**config.mk**
```make
export PLATFORM = sky130hd
export DESIGN_NAME = ipv4_flow_key_extractor
export DESIGN_NICKNAME = d
export VERILOG_FILES = /design/src/sv/flk_pkg.sv /design/src/sv/flk_front.sv /design/src/sv/flk_queue.sv /design/src/sv/flk_back.sv /design/src/sv/ipv4_flow_key_extractor.sv
export SDC_FILE = /design/constraint.sdc
export NUM_CORES = 1
export LEC_CHECK = 0
export BUFFER_PORTS_ARGS = -buffer_cell sky130_fd_sc_hd__buf_2
export CAP_MARGIN = 0
export CORE_UTILIZATION = 45
export DETAILED_ROUTE_END_ITERATION = 16
export GPL_TIMING_DRIVEN = 0
export PLACE_DENSITY = 0.63
export SLEW_MARGIN = 20
export SYNTH_ARGS = -nofsm -noshare
export SYNTH_HDL_FRONTEND = slang
export SYNTH_SLANG_ARGS = --single-unit
```
**constraint.sdc**
```tcl
create_clock -name clk -period 8.5 [get_ports clk]
set_input_delay 0 -clock clk [delete_from_list [all_inputs] [get_ports clk]]
set_output_delay 0 -clock clk [all_outputs]
set_load 0.05 [all_outputs]
```
**src/sv/flk_pkg.sv**
```systemverilog
// Shared types and constants for the IPv4 flow key extractor.
`timescale 1ns / 1ps
package flk_pkg;

  typedef struct packed {
    logic [7:0] packet_byte;
    logic       last_byte;
  } in_item_t;

  typedef struct packed {
    logic [2:0]  status;
    logic [31:0] source_address;
    logic [31:0] destination_address;
    logic [15:0] source_port;
    logic [15:0] destination_port;
    logic [7:0]  protocol_number;
  } out_item_t;

  // status codes
  localparam logic [2:0] ST_OK        = 3'd0;
  localparam logic [2:0] ST_SHORT     = 3'd1;
  localparam logic [2:0] ST_NOT_IPV4  = 3'd2;
  localparam logic [2:0] ST_BAD_VER   = 3'd3;
  localparam logic [2:0] ST_TRUNCATED = 3'd4;

  // frame layout
  localparam logic [15:0] COUNT_MAX     = 16'hFFFF;
  localparam logic [15:0] MIN_FRAME_LEN = 16'd34;
  localparam logic [15:0] ETHERTYPE_IP4 = 16'h0800;
  localparam logic [3:0]  IP_VERSION    = 4'd4;
  localparam logic [6:0]  ETH_HDR_LEN   = 7'd14;
  localparam logic [7:0]  PROTO_TCP     = 8'd6;
  localparam logic [7:0]  PROTO_UDP     = 8'd17;
  localparam logic [7:0]  TCP_HDR_LEN   = 8'd20;
  localparam logic [7:0]  UDP_HDR_LEN   = 8'd8;

  localparam logic [15:0] OFF_ETYPE_HI = 16'd12;
  localparam logic [15:0] OFF_ETYPE_LO = 16'd13;
  localparam logic [15:0] OFF_VER_IHL  = 16'd14;
  localparam logic [15:0] OFF_PROTO    = 16'd23;
  localparam logic [15:0] OFF_SRC_0    = 16'd26;
  localparam logic [15:0] OFF_SRC_1    = 16'd27;
  localparam logic [15:0] OFF_SRC_2    = 16'd28;
  localparam logic [15:0] OFF_SRC_3    = 16'd29;
  localparam logic [15:0] OFF_DST_0    = 16'd30;
  localparam logic [15:0] OFF_DST_1    = 16'd31;
  localparam logic [15:0] OFF_DST_2    = 16'd32;
  localparam logic [15:0] OFF_DST_3    = 16'd33;

  // result queue
  localparam int Q_PTR_W = 2;
  localparam int Q_DEPTH = 1 << Q_PTR_W;
  localparam int Q_LVL_W = Q_PTR_W + 1;
  localparam logic [Q_LVL_W-1:0] Q_FULL_LVL = Q_LVL_W'(Q_DEPTH);
  localparam logic [Q_PTR_W-1:0] Q_PTR_ONE  = Q_PTR_W'(1);
  localparam logic [Q_LVL_W-1:0] Q_LVL_ONE  = Q_LVL_W'(1);

endpackage

```
**src/sv/flk_front.sv**
```systemverilog
// Front end: byte counting, header field capture and frame classification.
`timescale 1ns / 1ps
module flk_front (
  input  logic                              clk,
  input  logic                              rst_n,
  input  logic                              in_valid,
  output logic                              in_stall,
  input  flk_pkg::in_item_t                 in_data,
  input  logic [flk_pkg::Q_LVL_W-1:0]       q_level,
  output logic                              q_push,
  output flk_pkg::out_item_t                q_wdata
);

  logic [15:0] count_r, count_nxt, len_r;
  logic        pend_r;
  logic        accept;
  logic [15:0] etype_r;
  logic [7:0]  vihl_r, proto_r;
  logic [31:0] src_r, dst_r;
  logic [15:0] sport_r, dport_r;
  logic [6:0]  toff_cur, toff_hdr;
  logic [15:0] port_pos;
  logic        is_tcp, is_udp;
  logic [7:0]  need;
  logic [2:0]  status;
  logic [flk_pkg::Q_LVL_W:0] room_use;

  assign room_use = {1'b0, q_level} + {{flk_pkg::Q_LVL_W{1'b0}}, pend_r};
  // a pending result must always find a free queue slot next cycle
  assign in_stall = room_use >= {1'b0, flk_pkg::Q_FULL_LVL};
  assign accept   = in_valid && !in_stall;

  assign count_nxt = (count_r == flk_pkg::COUNT_MAX) ? count_r : count_r + 16'd1;

  always_ff @(posedge clk) begin
    if (!rst_n) begin
      count_r <= '0;
      pend_r  <= 1'b0;
    end else begin
      pend_r <= accept && in_data.last_byte;
      if (accept) begin
        count_r <= in_data.last_byte ? '0 : count_nxt;
      end
    end
  end

  // transport offset; IHL may arrive on this very byte
  assign toff_hdr = flk_pkg::ETH_HDR_LEN + {1'b0, vihl_r[3:0], 2'b00};
  assign toff_cur = (count_r == flk_pkg::OFF_VER_IHL) ?
                    flk_pkg::ETH_HDR_LEN + {1'b0, in_data.packet_byte[3:0], 2'b00} : toff_hdr;
  assign port_pos = count_r - {9'd0, toff_cur};

  always_ff @(posedge clk) begin
    if (accept) begin
      if (in_data.last_byte) begin
        len_r <= count_nxt;
      end
      case (count_r)
        flk_pkg::OFF_ETYPE_HI: etype_r[15:8] <= in_data.packet_byte;
        flk_pkg::OFF_ETYPE_LO: etype_r[7:0]  <= in_data.packet_byte;
        flk_pkg::OFF_VER_IHL:  vihl_r        <= in_data.packet_byte;
        flk_pkg::OFF_PROTO:    proto_r       <= in_data.packet_byte;
        flk_pkg::OFF_SRC_0:    src_r[31:24]  <= in_data.packet_byte;
        flk_pkg::OFF_SRC_1:    src_r[23:16]  <= in_data.packet_byte;
        flk_pkg::OFF_SRC_2:    src_r[15:8]   <= in_data.packet_byte;
        flk_pkg::OFF_SRC_3:    src_r[7:0]    <= in_data.packet_byte;
        flk_pkg::OFF_DST_0:    dst_r[31:24]  <= in_data.packet_byte;
        flk_pkg::OFF_DST_1:    dst_r[23:16]  <= in_data.packet_byte;
        flk_pkg::OFF_DST_2:    dst_r[15:8]   <= in_data.packet_byte;
        flk_pkg::OFF_DST_3:    dst_r[7:0]    <= in_data.packet_byte;
        default: ;
      endcase
      if (port_pos < 16'd4) begin
        case (port_pos[1:0])
          2'd0:    sport_r[15:8] <= in_data.packet_byte;
          2'd1:    sport_r[7:0]  <= in_data.packet_byte;
          2'd2:    dport_r[15:8] <= in_data.packet_byte;
          default: dport_r[7:0]  <= in_data.packet_byte;
        endcase
      end
    end
  end

  // classification, in the cycle after the last byte is taken
  assign is_tcp = (proto_r == flk_pkg::PROTO_TCP);
  assign is_udp = (proto_r == flk_pkg::PROTO_UDP);
  assign need   = {1'b0, toff_hdr} + (is_tcp ? flk_pkg::TCP_HDR_LEN : flk_pkg::UDP_HDR_LEN);

  always_comb begin
    if (len_r < flk_pkg::MIN_FRAME_LEN) begin
      status = flk_pkg::ST_SHORT;
    end else if (etype_r != flk_pkg::ETHERTYPE_IP4) begin
      status = flk_pkg::ST_NOT_IPV4;
    end else if (vihl_r[7:4] != flk_pkg::IP_VERSION) begin
      status = flk_pkg::ST_BAD_VER;
    end else if ((is_tcp || is_udp) && (len_r < {8'd0, need})) begin
      status = flk_pkg::ST_TRUNCATED;
    end else begin
      status = flk_pkg::ST_OK;
    end
  end

  assign q_push                      = pend_r;
  assign q_wdata.status              = status;
  assign q_wdata.source_address      = src_r;
  assign q_wdata.destination_address = dst_r;
  assign q_wdata.source_port         = (is_tcp || is_udp) ? sport_r : '0;
  assign q_wdata.destination_port    = (is_tcp || is_udp) ? dport_r : '0;
  assign q_wdata.protocol_number     = proto_r;

endmodule

```
**src/sv/flk_queue.sv**
```systemverilog
// Short result queue between the front end and the output stage.
`timescale 1ns / 1ps
module flk_queue (
  input  logic                         clk,
  input  logic                         rst_n,
  input  logic                         push,
  input  flk_pkg::out_item_t           wdata,
  input  logic                         pop,
  output flk_pkg::out_item_t           rdata,
  output logic                         empty,
  output logic [flk_pkg::Q_LVL_W-1:0]  level
);

  flk_pkg::out_item_t               mem_r [flk_pkg::Q_DEPTH];
  logic [flk_pkg::Q_PTR_W-1:0]      wr_ptr_r, rd_ptr_r;
  logic [flk_pkg::Q_LVL_W-1:0]      level_r;

  always_ff @(posedge clk) begin
    if (push) begin
      mem_r[wr_ptr_r] <= wdata;
    end
  end

  always_ff @(posedge clk) begin
    if (!rst_n) begin
      wr_ptr_r <= '0;
      rd_ptr_r <= '0;
      level_r  <= '0;
    end else begin
      if (push) wr_ptr_r <= wr_ptr_r + flk_pkg::Q_PTR_ONE;
      if (pop)  rd_ptr_r <= rd_ptr_r + flk_pkg::Q_PTR_ONE;
      case ({push, pop})
        2'b10:   level_r <= level_r + flk_pkg::Q_LVL_ONE;
        2'b01:   level_r <= level_r - flk_pkg::Q_LVL_ONE;
        default: level_r <= level_r;
      endcase
    end
  end

  assign rdata = mem_r[rd_ptr_r];
  assign empty = (level_r == '0);
  assign level = level_r;

endmodule

```
**src/sv/flk_back.sv**
```systemverilog
// Output stage: clears the key on error status and holds the result register.
`timescale 1ns / 1ps
module flk_back (
  input  logic                clk,
  input  logic                rst_n,
  input  flk_pkg::out_item_t  q_rdata,
  input  logic                q_empty,
  output logic                q_pop,
  output logic                out_valid,
  input  logic                out_stall,
  output flk_pkg::out_item_t  out_data
);

  logic               out_valid_r;
  flk_pkg::out_item_t out_data_r, out_data_nxt;
  logic               load;

  assign load  = !q_empty && (!out_valid_r || !out_stall);
  assign q_pop = load;

  always_comb begin
    out_data_nxt = q_rdata;
    if (q_rdata.status != flk_pkg::ST_OK) begin
      out_data_nxt                     = '0;
      out_data_nxt.status              = q_rdata.status;
    end
  end

  always_ff @(posedge clk) begin
    if (!rst_n) begin
      out_valid_r <= 1'b0;
    end else if (load) begin
      out_valid_r <= 1'b1;
    end else if (!out_stall) begin
      out_valid_r <= 1'b0;
    end
  end

  always_ff @(posedge clk) begin
    if (load) begin
      out_data_r <= out_data_nxt;
    end
  end

  assign out_valid = out_valid_r;
  assign out_data  = out_data_r;

endmodule

```
**src/sv/ipv4_flow_key_extractor.sv**
```systemverilog
// Top level of the IPv4 flow key extractor.
//
//   channel | direction | transaction
//   in_*    | input     | one frame byte plus last-byte flag
//   out_*   | output    | status and flow key, one per frame
//
// One byte is taken every cycle while in_stall is low; frames may follow
// each other with no gap. A result reaches out_valid through the field
// capture registers, then the result queue and the output register.
// Reset clears the byte counter, the queue and out_valid.
// in_stall rises when the result queue could not hold another result;
// out_stall holds the output register and lets the queue fill.
`timescale 1ns / 1ps
module ipv4_flow_key_extractor (
  input  logic                clk,
  input  logic                rst_n,
  input  logic                in_valid,
  output logic                in_stall,
  input  flk_pkg::in_item_t   in_data,
  output logic                out_valid,
  input  logic                out_stall,
  output flk_pkg::out_item_t  out_data
);

  logic                         q_push, q_pop, q_empty;
  logic [flk_pkg::Q_LVL_W-1:0]  q_level;
  flk_pkg::out_item_t           q_wdata, q_rdata;

  flk_front u_front (
    .clk      (clk),
    .rst_n    (rst_n),
    .in_valid (in_valid),
    .in_stall (in_stall),
    .in_data  (in_data),
    .q_level  (q_level),
    .q_push   (q_push),
    .q_wdata  (q_wdata)
  );

  flk_queue u_queue (
    .clk   (clk),
    .rst_n (rst_n),
    .push  (q_push),
    .wdata (q_wdata),
    .pop   (q_pop),
    .rdata (q_rdata),
    .empty (q_empty),
    .level (q_level)
  );

  flk_back u_back (
    .clk       (clk),
    .rst_n     (rst_n),
    .q_rdata   (q_rdata),
    .q_empty   (q_empty),
    .q_pop     (q_pop),
    .out_valid (out_valid),
    .out_stall (out_stall),
    .out_data  (out_data)
  );

  // the stall rule must leave room for every pending result
  a_no_overflow: assert property (@(posedge clk) disable iff (!rst_n)
    q_push |-> (q_level != flk_pkg::Q_FULL_LVL))
    else $error("result queue overflow");

  a_last_pushes: assert property (@(posedge clk) disable iff (!rst_n)
    (in_valid && !in_stall && in_data.last_byte) |=> q_push)
    else $error("frame end produced no result");

  a_no_empty_pop: assert property (@(posedge clk) disable iff (!rst_n)
    q_pop |-> !q_empty)
    else $error("pop from empty result queue");

  a_error_zero: assert property (@(posedge clk) disable iff (!rst_n)
    (out_valid && out_data.status != flk_pkg::ST_OK) |->
      (out_data.source_address == '0 && out_data.destination_address == '0 &&
       out_data.source_port == '0 && out_data.destination_port == '0 &&
       out_data.protocol_number == '0))
    else $error("flow key not cleared on error status");

endmodule

```
Word-level counts from Yosys, hierarchy flattened
Memories as Yosys holds them, arrays and structs flattened. A register that Yosys moved wholly into a read port is not among the register bits.
Cells that the tools add are included.
{"block": "totals", "ff_bits": 276, "ramBits": 428, "input_bits": 13, "out_inout_bits": 109, "memories": 1}
{"block": "classes", "addsub": 10, "n_lt_le_gt_ge": 4, "eq_ne": 22, "muxes": 17, "bitwise": 1, "reduce_logical": 32}
{"name": "u_queue.mem_r", "depth": 4, "width": 107, "read_ports": 1, "rd_clocked_by_memory_dff": 1, "wr": 1, "line_no": "flk_queue.sv:14", "source": "flk_pkg::out_item_t mem_r [flk_pkg::Q_DEPTH];"}
{"cell": "$eq A16 B5 Y1 const B", "count": 7}
{"cell": "$mux W16", "count": 4}
{"cell": "$eq A16 B4 Y1 const B", "count": 3}
{"cell": "$eq A16 B6 Y1 const B", "count": 2}
{"cell": "$reduce_and A2 Y1", "count": 13}
{"cell": "$add A16 B1 Y16 const B", "count": 1}
{"cell": "$eq A16 B16 Y1 const B", "count": 1}
{"cell": "$lt A16 B3 Y1 const B", "count": 1}
{"cell": "$lt A16 B6 Y1 const B", "count": 1}
{"cell": "$lt A16 B8 Y1", "count": 1}
{"cell": "$ne A16 B12 Y1 const B", "count": 1}
{"cell": "$sub A16 B7 Y16", "count": 1}
{"cell": "$add A4 B6 Y7 const A", "count": 2}
{"cell": "$mux W3", "count": 4}
{"cell": "$reduce_and A3 Y1", "count": 4}
{"cell": "$add A7 B8 Y8", "count": 1}
{"cell": "$eq A8 B3 Y1 const B", "count": 1}
{"cell": "$eq A8 B5 Y1 const B", "count": 1}
{"cell": "$mux W7", "count": 1}
{"cell": "$pmux W3 S2", "count": 1}
{"cell": "$mux W5", "count": 1}
{"cell": "$add A2 B1 Y2 const B", "count": 2}
{"cell": "$add A3 B1 Y4", "count": 1}
{"cell": "$eq A2 B1 Y1 const B", "count": 2}
{"cell": "other kinds (17)", "count": 29}

Depth between registers and ports, before layout
{"block": "logic_depth", "depth_word": 9, "depth_mapped": 14}

Hierarchy
From an unflattened synthesis, not the netlist that was laid out.
{"block": "hier_totals", "cells_unflattened": 1332, "hier_area_um2": 26753.2}
{"mod": "flk_queue", "n_inst": 1, "cells_each": 604, "area_each_um2": 15864.0}
{"mod": "flk_front", "n_inst": 1, "cells_each": 501, "area_each_um2": 6882.9}
{"mod": "flk_back", "n_inst": 1, "cells_each": 227, "area_each_um2": 4006.3}

Worst setup path after synthesis
OpenSTA, ideal clock, no wires.
{"block": "synth_path", "path_kind": "flip-flop to flip-flop", "from": "register u_back.out_valid_r (netlist: u_back.out_valid)", "to": "register u_queue.level_r (netlist bit u_queue.level[2])", "setup_time_ns": 0.076, "t_arrival_ns": 7.610, "path_slack_ns": 0.814, "stages_incl_launch_ff": 8, "path_buffers": 0, "synth_period_minus_slack_ns": 7.686, "path_cell_list": "dfxtp_1 -> a21oi_1 -> ha_1 -> inv_1 -> fa_1 -> xor2_1 -> or3_1 -> a21boi_0"}
{"block": "synth_between", "elab_chain_cells": 5, "word_cells_on_any_way": 7, "cone_classes": "2 x eq/ne; 1 x mux; 4 x reduce/logical"}
{"element": "start: declaration", "line_no": "flk_back.sv:14", "source": "logic out_valid_r;"}
{"element": "start signal: assignment", "line_no": "flk_back.sv:31", "source": "out_valid_r <= 1'b0;"}
{"element": "start signal: assignment", "line_no": "flk_back.sv:33", "source": "out_valid_r <= 1'b1;"}
{"element": "start signal: assignment", "line_no": "flk_back.sv:35", "source": "out_valid_r <= 1'b0;"}
{"element": "$logic_not A1 Y1 *", "line_no": "flk_back.sv:18", "source": "assign load = !q_empty && (!out_valid_r || !out_stall);"}
{"element": "$logic_or A1 B1 Y1 *", "line_no": "flk_back.sv:18"}
{"element": "$logic_and A1 B1 Y1 *", "line_no": "flk_back.sv:18"}
{"element": "via q_pop", "line_no": "ipv4_flow_key_extractor.sv:25", "source": "logic q_push, q_pop, q_empty;"}
{"element": "$eq A2 B1 Y1 or $eq A2 B2 Y1 (tied branches)", "line_no": "flk_queue.sv:32", "source": "case ({push, pop})"}
{"element": "$pmux W3 S2 or $reduce_bool A2 Y1 (tied branches)"}
{"element": "end signal: assignment", "line_no": "flk_queue.sv:33", "source": "2'b10: level_r <= level_r + flk_pkg::Q_LVL_ONE;"}
{"element": "end signal: assignment", "line_no": "flk_queue.sv:34", "source": "2'b01: level_r <= level_r - flk_pkg::Q_LVL_ONE;"}
{"element": "end signal: assignment", "line_no": "flk_queue.sv:35", "source": "default: level_r <= level_r;"}
{"element": "end: declaration", "line_no": "flk_queue.sv:16", "source": "logic [flk_pkg::Q_LVL_W-1:0] level_r;"}
Mark *: on every way through the listed nets, which the timed path passes. The rest lies on a longest branch.
A chain may end at the register's enable or synchronous reset.

Worst setup path after layout
{"block": "layout_path", "from": "register u_front.count_r[9]", "to": "register u_front.sport_r[10] (enable)"}
{"block": "layout_between", "elab_chain_cells": 5, "word_cells_on_any_way": 6, "cone_classes": "1 x add/sub; 1 x order compare; 1 x eq/ne; 1 x mux; 2 x reduce/logical"}
{"element": "start: declaration", "line_no": "flk_front.sv:14", "source": "logic [15:0] count_r, count_nxt, len_r;"}
{"element": "start signal: assignment", "line_no": "flk_front.sv:42", "source": "count_r <= in_data.last_byte ? '0 : count_nxt;"}
{"element": "$eq A16 B4 Y1", "line_no": "flk_front.sv:49", "source": "assign toff_cur = (count_r == flk_pkg::OFF_VER_IHL) ?"}
{"element": "$mux W7", "line_no": "flk_front.sv:49"}
{"element": "$sub A16 B7 Y16 *", "line_no": "flk_front.sv:51", "source": "assign port_pos = count_r - {9'd0, toff_cur};"}
{"element": "$lt A16 B3 Y1 or $logic_not A2 Y1 (tied branches)", "line_no": "flk_front.sv:73, flk_front.sv:74"}
{"element": "$reduce_and A3 Y1 (no line) *"}
{"element": "end signal: assignment", "line_no": "flk_front.sv:75", "source": "2'd0: sport_r[15:8] <= in_data.packet_byte;"}
{"element": "end: declaration", "line_no": "flk_front.sv:20", "source": "logic [15:0] sport_r, dport_r;"}
Every way passes the cells marked *; elsewhere a longest branch is shown, timed or not.

==> results.yml <==
outcome:
  status: "complete, no violations"
timing:
  hold_viol_final: 0
  maxSlewViolCount: 0
  max_freq_mhz: 180.0
  fin_crit_sh_pct: 65.34
  fin_skew_ns: 0.02219
  setup_viol: 0
  period_needed_ns: 5.554
  maxSlewHeadroom_pct: 31.82
  worst_slew_pin_slew_ns: 1.023
  rsz0062_at_grt: "false"
cells_and_area:
  fin_nets: 1598
  multi_input_area_sq_mm: 0.005494
  nFillCells: 4538
  final_common_cell: "edfxtp_1"
  layout-drive-gt1-share_pct: 22.84
  area_growth_pct: 16.08
  layout_common_cells: "edfxtp_1, buf_2, nor2b_1"
  antenna_cells: 0
  seq_area_sq_mm: 0.02090
  final_util_pct: 53.23
floorplan:
  dieWidth_um: 245.4
  initial_utilization_pct: 45.86
  io-pin-count: 122
  fp-row-count: 88
  coreArea_sq_mm: 0.05814
  die_y_um: 245.4
  die_area_sq_mm: 0.06023
detailed_routing:
  drc: 0
  drt_iter0_drc: 982
  dr.pass1.iters: 5
  wire_per_inst_um: 22.20
  num_vias: 12740
  via_per_inst: 5.360
  ant_nets: 0
  routed_wl_um: 52760
power:
  power_frac_comb_pct: 22.6
  p_sw_mw: 2.816
  p_clk_share_pct: 31.8
  total_leakage_power_nw: 10.20
  p_seq_share_pct: 45.7
  total_power_mw: 9.304
  switching_share_pct: 30.26
  powerDensity_mw_per_mm2: 300.6
  ir_drop_v: 0.0002445
  power.internal_mw: 6.489
cts:
  max-clock-path-buffers: 3
  root_buffer: "clkbuf_16"
  cts_made_buffers: 73
  cts_tree: "yes"
  clkTransAtPathRegs_ns: 0.06
  clock_sinks: 705
  clock_latency_ns: 0.61
  htreeDepth: 3
  ctsResizeCount: 0
global_routing:
  track_usage_pct: 17.92
  antenna_found_initial: 1
  grt_max_degree: 45
  grt_pass1_wl_um: 79340
  grt_overflow: 0
  grt_pass1_vias: 13080
logic_synthesis:
  yosys_warnings: 0
  synth_top_area_share_pct: 76.36
  syn_area_sq_mm: 0.02666
  async_flop_share_pct: 0
  synth_top_cells_by_area: "edfxtp_1, mux4_2, nor2b_1"
  synth_edf_count: 678
  post_synth_num_cell_types: 63
  synth_area_leader_cell: "edfxtp_1"
  synth_seq_area_share_pct: 78.39
  syn-num-nets: 1373
  syn_area_per_cell_sq_um: 20.02
  yosys_most_used_dff: "edfxtp_1"
  yosys_register_bits: 705
  syn_inst: 1332
worst_setup_path:
  crit_arrival_ns: 5.85
  endpoint_kind: "flop"
  crit_required_ns: 8.79
  startpoint_type: "flop"
  critical_path.max_fanout: 10
  path_class: "reg2reg"
placed_design:
  port_buffers: 120
  hpwlAfterDp_um: 31850
  globalplace.congestion: 0.8484
run:
  drv_cap: 0
hold_path:
  hold_path.class: "in2reg"
==> registers in the layout, summed over array words and instances, names as in the netlist, named ones only <==
| signal | cells |
|---|---|
| u_queue.mem_r | 428 |
| u_back.out_data | 107 |
| u_front.dst_r | 32 |
| u_front.src_r | 32 |
| u_front.count_r | 16 |
| u_front.dport_r | 16 |
| u_front.etype_r | 16 |
| u_front.sport_r | 16 |
| u_front.len_r | 15 |
| u_front.proto_r | 8 |
| u_front.vihl_r | 8 |
| u_queue.level | 3 |
| u_queue.rd_ptr_r | 2 |
| u_queue.wr_ptr_r | 2 |
| u_back.out_valid | 1 |
| u_front.q_push | 1 |
==> logic make-up (layout without fill, tap and decap cells) <==
group                      after synthesis  count (layout)  share of synthesized area [%]
DFF                                    705             705                          78.39
and+or+nand+nor                        292             292                          6.622
muxes                                  117             117                          9.437
buffers and inverters                   87             366                          1.234
AOI/OAI and AO/OA                       79              79                          2.131
adders and majority gates               28              28                          1.398
xor gates and xnor gates                24              24                         0.7884
==> cell usage after synthesis (all sizes together) (7+ instances only) <==
library cell / n
buf: 12
ha: 25
a31oi: 7
nand4: 11
edfxtp: 678
and2: 52
nor4: 9
clkbuf: 48
and3: 14
dfxtp: 27
nand2: 20
mux4: 107
inv: 26
nor2b: 109
nand3: 15
or3: 8
xor2: 12
xnor2: 12
nor3: 9
nor2: 20
a21oi: 14
o21ai: 12
==> per-stage QoR <==
stage / hold slack, ns / setup WS, ns / TNS (ns) / area, sq um / instances
CTS: 0.008025 / 2.992 / 0 / 30950 / 2376
detailed placement: 0.3196 / 3.023 / 0 / 28650 / 2237
global route: 0.002210 / 2.621 / 0 / 30950 / 2376
finish: 0.01419 / 2.946 / 0 / 30950 / 2376
global placement: 0.2809 / -2.475 / -118.30 / 28220 / 2217
floorplan: 0.09887 / 0.8144 / 0 / 26660 / 1332
==> area by class of cell <==
class / count / share of cell area [%]
buffer: 60 / 0.7358
clock buffer: 97 / 6.331
clock inverter: 32 / 0.7681
inverter: 27 / 0.3275
multi-input combinational: 540 / 17.75
sequential: 705 / 67.53
tap: 765 / 3.093
timing repair buffer: 150 / 3.461
==> critical path, stage by stage, from the launching register on <==
cell,delay (ns)
dfxtp_1,0.31
clkbuf_1,0.21
nor3_1,0.46
nand4_1,0.26
nor2_1,0.21
and3_1,0.18
clkbuf_1,0.28
mux2_2,0.40
ha_1,0.18
clkbuf_1,0.19
or4_4,0.47
a2111oi_0,0.45
o21a_1,0.20
o221ai_1,0.34
a2111oi_2,0.78
buf_2,0.32
==> power by group through the flow <==
stage | Combinational (mW) | Sequential, mW | Clock (mW)
floorplan | 0.657 | 5.25 | 0
global placement | 1.81 | 4.39 | 0
detailed placement | 2.13 | 4.33 | 0
CTS | 2.14 | 4.26 | 3.03
global route | 2.20 | 4.27 | 3.16
finish | 2.10 | 4.25 | 2.96
==> per-layer routing <==
metal / vias up / part of all wire [%] / track usage [%]
li1: 5770 / - / -
met2: 305 / 51 / 30.34
met4: 0 / 1.8 / 5.736
met1: 6597 / 43 / 23.92
met5: - / 0 / 0
met3: 63 / 4.7 / 2.641
==> final timing paths <==
path                      start              endpoint  slack [ns]  cells past startpoint
max          u_front.count_r[9]   u_front.sport_r[10]        2.95                     15
min                  in_data[3]     u_front.dst_r[10]        0.01                      1
max reg2reg  u_front.count_r[9]   u_front.sport_r[10]        2.95                     15
min reg2reg    u_front.src_r[7]  u_queue.mem_r[3][79]        0.49                      0
==> what timing repair did <==
item / CTS / global route
buffers inserted: 0 / 0
hold endpoints to repair: 74 / 0
hold buffers: 10 / 0
Power figures use the tool's default switching activity.
